`src/design/positional_array_insert_delete_defines.svh`:
```
// Assertion macros for the positional array list block.
`ifndef POSITIONAL_ARRAY_INSERT_DELETE_DEFINES_SVH
`define POSITIONAL_ARRAY_INSERT_DELETE_DEFINES_SVH

// Same-cycle implication, disabled in reset.
`define PAI_ASSERT_NOW(lbl, ant, cons, msg) \
	lbl: assert property (@(posedge clk) disable iff (!arst_n) (ant) |-> (cons)) \
		else $error(msg);

// Next-cycle implication, disabled in reset.
`define PAI_ASSERT_NEXT(lbl, ant, cons, msg) \
	lbl: assert property (@(posedge clk) disable iff (!arst_n) (ant) |=> (cons)) \
		else $error(msg);

`endif

```
`src/design/pai_pkg.sv`:
```
// Types and constants shared by the positional array list block.
package pai_pkg;

	localparam int unsigned PAI_CAPACITY = 128;
	localparam int unsigned PAI_GROUP    = 16;

	typedef enum logic [2:0] {
		FN_INS_FRONT = 3'd0,
		FN_INS_BACK  = 3'd1,
		FN_INS_AT    = 3'd2,
		FN_DEL_FRONT = 3'd3,
		FN_DEL_BACK  = 3'd4,
		FN_DEL_AT    = 3'd5,
		FN_READ_AT   = 3'd6
	} func_t;

	typedef enum logic [1:0] {
		ST_OK     = 2'd0,
		ST_FULL   = 2'd1,
		ST_EMPTY  = 2'd2,
		ST_BADPOS = 2'd3
	} status_t;

	typedef enum logic [1:0] {
		CELL_HOLD  = 2'd0,
		CELL_OPEN  = 2'd1,
		CELL_CLOSE = 2'd2
	} cell_op_t;

	typedef enum logic [1:0] {
		S_IDLE = 2'd0,
		S_EXEC = 2'd1,
		S_FIN  = 2'd2
	} state_t;

	// broadcast to every cell of the row
	typedef struct packed {
		cell_op_t    op;
		logic [7:0]  pos;
		logic [31:0] value;
		logic        rd_en;
	} cell_cmd_t;

endpackage

```
`src/design/pai_cell.sv`:
```
// One list cell: holds an entry, shifts from a neighbor on open or close, loads the value at the open position.
module pai_cell import pai_pkg::*; #(
	parameter int unsigned INDEX = 0
) (
	input  logic        clk,
	input  cell_cmd_t   cmd,
	input  logic [31:0] left,
	input  logic [31:0] right,
	output logic [31:0] data,
	output logic [31:0] rd_data
);

	localparam logic [7:0] IDX = 8'(INDEX);

	logic [31:0] data_q;

	always_ff @(posedge clk) begin
		case (cmd.op)
			CELL_OPEN: begin
				if (IDX == cmd.pos) begin
					data_q <= cmd.value;
				end else if (IDX > cmd.pos) begin
					data_q <= left;
				end
			end
			CELL_CLOSE: begin
				if (IDX >= cmd.pos) begin
					data_q <= right;
				end
			end
			default: ;
		endcase
	end

	assign data    = data_q;
	// only the addressed cell contributes to the read tree
	assign rd_data = (cmd.rd_en && (IDX == cmd.pos)) ? data_q : '0;

endmodule

```
`config.mk`:
```
export PLATFORM = sky130hd
export DESIGN_NAME = pai_cell
export DESIGN_NICKNAME = d
export VERILOG_FILES = /design/src/design/positional_array_insert_delete_defines.svh /design/src/design/pai_pkg.sv /design/src/design/pai_cell.sv
export SDC_FILE = /design/constraint.sdc
export NUM_CORES = 1
export LEC_CHECK = 0
export ABC_AREA = 1
export BUFFER_PORTS_ARGS = -buffer_cell sky130_fd_sc_hd__clkbuf_2
export CORE_ASPECT_RATIO = 0.7
export CORE_MARGIN = 1
export CORE_UTILIZATION = 44
export DETAILED_ROUTE_END_ITERATION = 16
export PLACE_DENSITY = 0.95
export SYNTH_ARGS = -nofsm -noshare
export SYNTH_HDL_FRONTEND = slang
export SYNTH_SLANG_ARGS = --single-unit
```
`constraint.sdc`:
```
create_clock -name clk -period 6.7 [get_ports clk]
set_input_delay 1.675 -clock clk [delete_from_list [all_inputs] [get_ports clk]]
set_output_delay 1.675 -clock clk [all_outputs]
set_load 0.005 [all_outputs]
```
==> metrics.md <==
| Metric | Value |
|---|---|
| Clock slew at reported path FFs | roughly 60 ps |
| Clock Tree Root | clkbuf_8 |
| Gpl congestion | 0.810 |
| DP HPWL | about 4700 um |
| Setup bufs post-CTS | 0 |
| Gr ovfl total | 0 |
| Largest net degree at the start of global routing | 34 |
| Number of diodes | 0 |
| PwrDens | between 100 and 150 nW/um^2 |
| CTS Buf Count | 5 |
| Top cell family by delay on the critical path | simple AND/OR/NAND/NOR gates |
| Final net count | 590 |
| Starting DRC count in detailed routing | 94 |
| RSZ-0062 raised after global routing | no |
| Clock tree buffer depth | 2 |
| Synthesized area | approximately 2300 um^2 |
| Post-synthesis sequential area ratio | 0.419 |
| First-pass GRT wire length | 9720 um |
| CP arrival | around 3500 ps |
| Setup violators final | 0 |
| Endpoints failing hold | 0 |
| Wire per inst | 11.7 um |
| Initial core utilization | 0.470 |
| Final Max Slew Viols | 0 |
| CTS-repair resized insts | 0 |
| Post-synthesis cell type count | 15 |
| Hold path startpoint | right[12] |
| Achievable frequency | between 150 and 200 MHz |
| Syn Area/Cell | approximately 7.2 um^2 |
| Max FFs per register | 32 |
| Die area | 5520 um^2 |
| Core ar. | between 4000 and 5000 um^2 |
| TritonCTS clock tree | done |
| Post-Syn Nets | ~430 |
| Buffer and inverter count on the worst path | 2 |
| Crit path launch | cmd[34] |
| Final wirelength | about 6400 um |
| Min Tclk post-route | 5160 ps |
| Element type at the critical path start | input port |
| Leading cell type in the layout, fill and taps excluded | clkbuf_2 |
| # rows | 21 |
| Port bufs | between 150 and 200 |
| GRT Overall Usage | 0.228 |
| Setup Crit Path Kind | input port to output pin |
| LEAKAGE | around 1.8 nW |
| Placed cell area | 3170 um^2 |
| Max-Cap Viols | 0 |
| Worst vdd ir | around 0.068 mV |
| # hold bufs at CTS | 0 |
| Detail Route Antenna Nets | 0 |
| H-tree depth | 2 |
| Design area | between 3000 and 4000 um^2 |
| CP peak stage delay | just under 500 ps |
| Initial antenna violation count | 0 |
| Via density per instance | between 4 and 5 |
| Levels on crit path | 7 |
| Detailed-route via count | between 2000 and 3000 |
| Status | finished clean |
| Slew @ Worst Pin | ~1100 ps |
| Setup_tns | 0 ps |
| Chip Width | 88.3 um |
| Ys Warns | 0 |
| Synth Register Bits | 32 |
| Worst Hold Class | input port to register |
| Share of layout cells above drive strength 1 | 0.420 |
| Largest driver fanout on the critical path | 33 |
| Remaining DRCs | 0 |
| DRT Pass-1 Iters | 4 |
| Period utilization | 0.771 |
| Area growth, synth to finish | 41.7% |
| Syn Inst Count | roughly 320 |
| Crit end category | output pin |
| Vias in the first global route | approximately 2300 |
| Crit-path cells | clkbuf_2, nor2_1, nand2_2, nor2_4, nand2_2, nor2_1, clkbuf_2 |
| IO Count | between 150 and 200 |
| Crit path required time | ~5000 ps |
| Hold depth | 3 |
| Commonest non-fill, non-tap cells in the layout | 171 x clkbuf_2, 98 x nand2_1, 66 x inv_1 |
| Die Y | about 62 um |
| Hold Slack | about 1700 ps |
| Slowest-stage cell, CP | nand2_2 |
| Slew margin rel. | 0.288 |
| TritonCTS Sinks | 32 |
## cell usage after synthesis
master / count / area, um^2
buf_1: 1 / 3.75
o21bai_1: 32 / 240
nand2_2: 2 / 12.5
nor2_1: 18 / 67.6
nor2_2: 19 / 119
inv_1: 66 / 248
nand2_1: 98 / 368
nor2_4: 1 / 11.3
buf_2: 3 / 15.0
buf_6: 3 / 33.8
clkbuf_1: 9 / 33.8
edfxtp_1: 32 / 961
a21boi_1: 1 / 7.51
buf_4: 2 / 15.0
nand3_1: 32 / 160
## area by class of cell
cell class	count	area (um^2)
Multi-Input combinational cell	203	1000
Timing Repair Buffer	174	878
Sequential cell	32	961
Clock inverter	1	3.75
Clock buffer	7	76.3
Inverter	66	248
Tap cell	69	86.3
Fill cell	429	1630
## report_power, final
group,switching [mW],total (mW),leakage [nW],internal (mW)
sequential,0.000204,0.223,0.280,0.222
clock,0.0660,0.138,0.0399,0.0722
combinational,0.0343,0.0723,1.52,0.0380
## kinds of logic (layout without fill, tap and decap cells)
logic type	Yosys count	in the layout	share of synthesized area
DFF	32	32	0.419
buffers and inverters	84	248	0.152
and+or+nand+nor	170	170	0.322
AOI/OAI and AO/OA	33	33	0.108
## per-layer routing
layer	wire length, um	vias to the layer above	global-route usage
li1	-	1298	-
met1	2630	1131	0.258
met2	3230	124	0.426
met3	524	9	0.0502
met4	62	0	0.0605
met5	0	-	0
## stage by stage
stage                     worst slack (ps)  utilization  total power [mW]  instances
after global routing                  1350        0.666             0.453        552
after CTS                             1530        0.666             0.436        552
after detailed placement              1520        0.649             0.299        544
after floorplan                       2440            -             0.261        319
after global placement                1680        0.649             0.297        544
final                                 1540        0.666             0.433        552
## worst paths after layout
path,to,slack [ps]
max,rd_data[6],1540
min,data[12],1670
## tightest hold or removal path: cells and delay by family
kind                   cells  cell delay, ps
buffers and inverters      1              70
AND/OR/NAND/NOR            2              90
(Power assumes the default switching activity.)
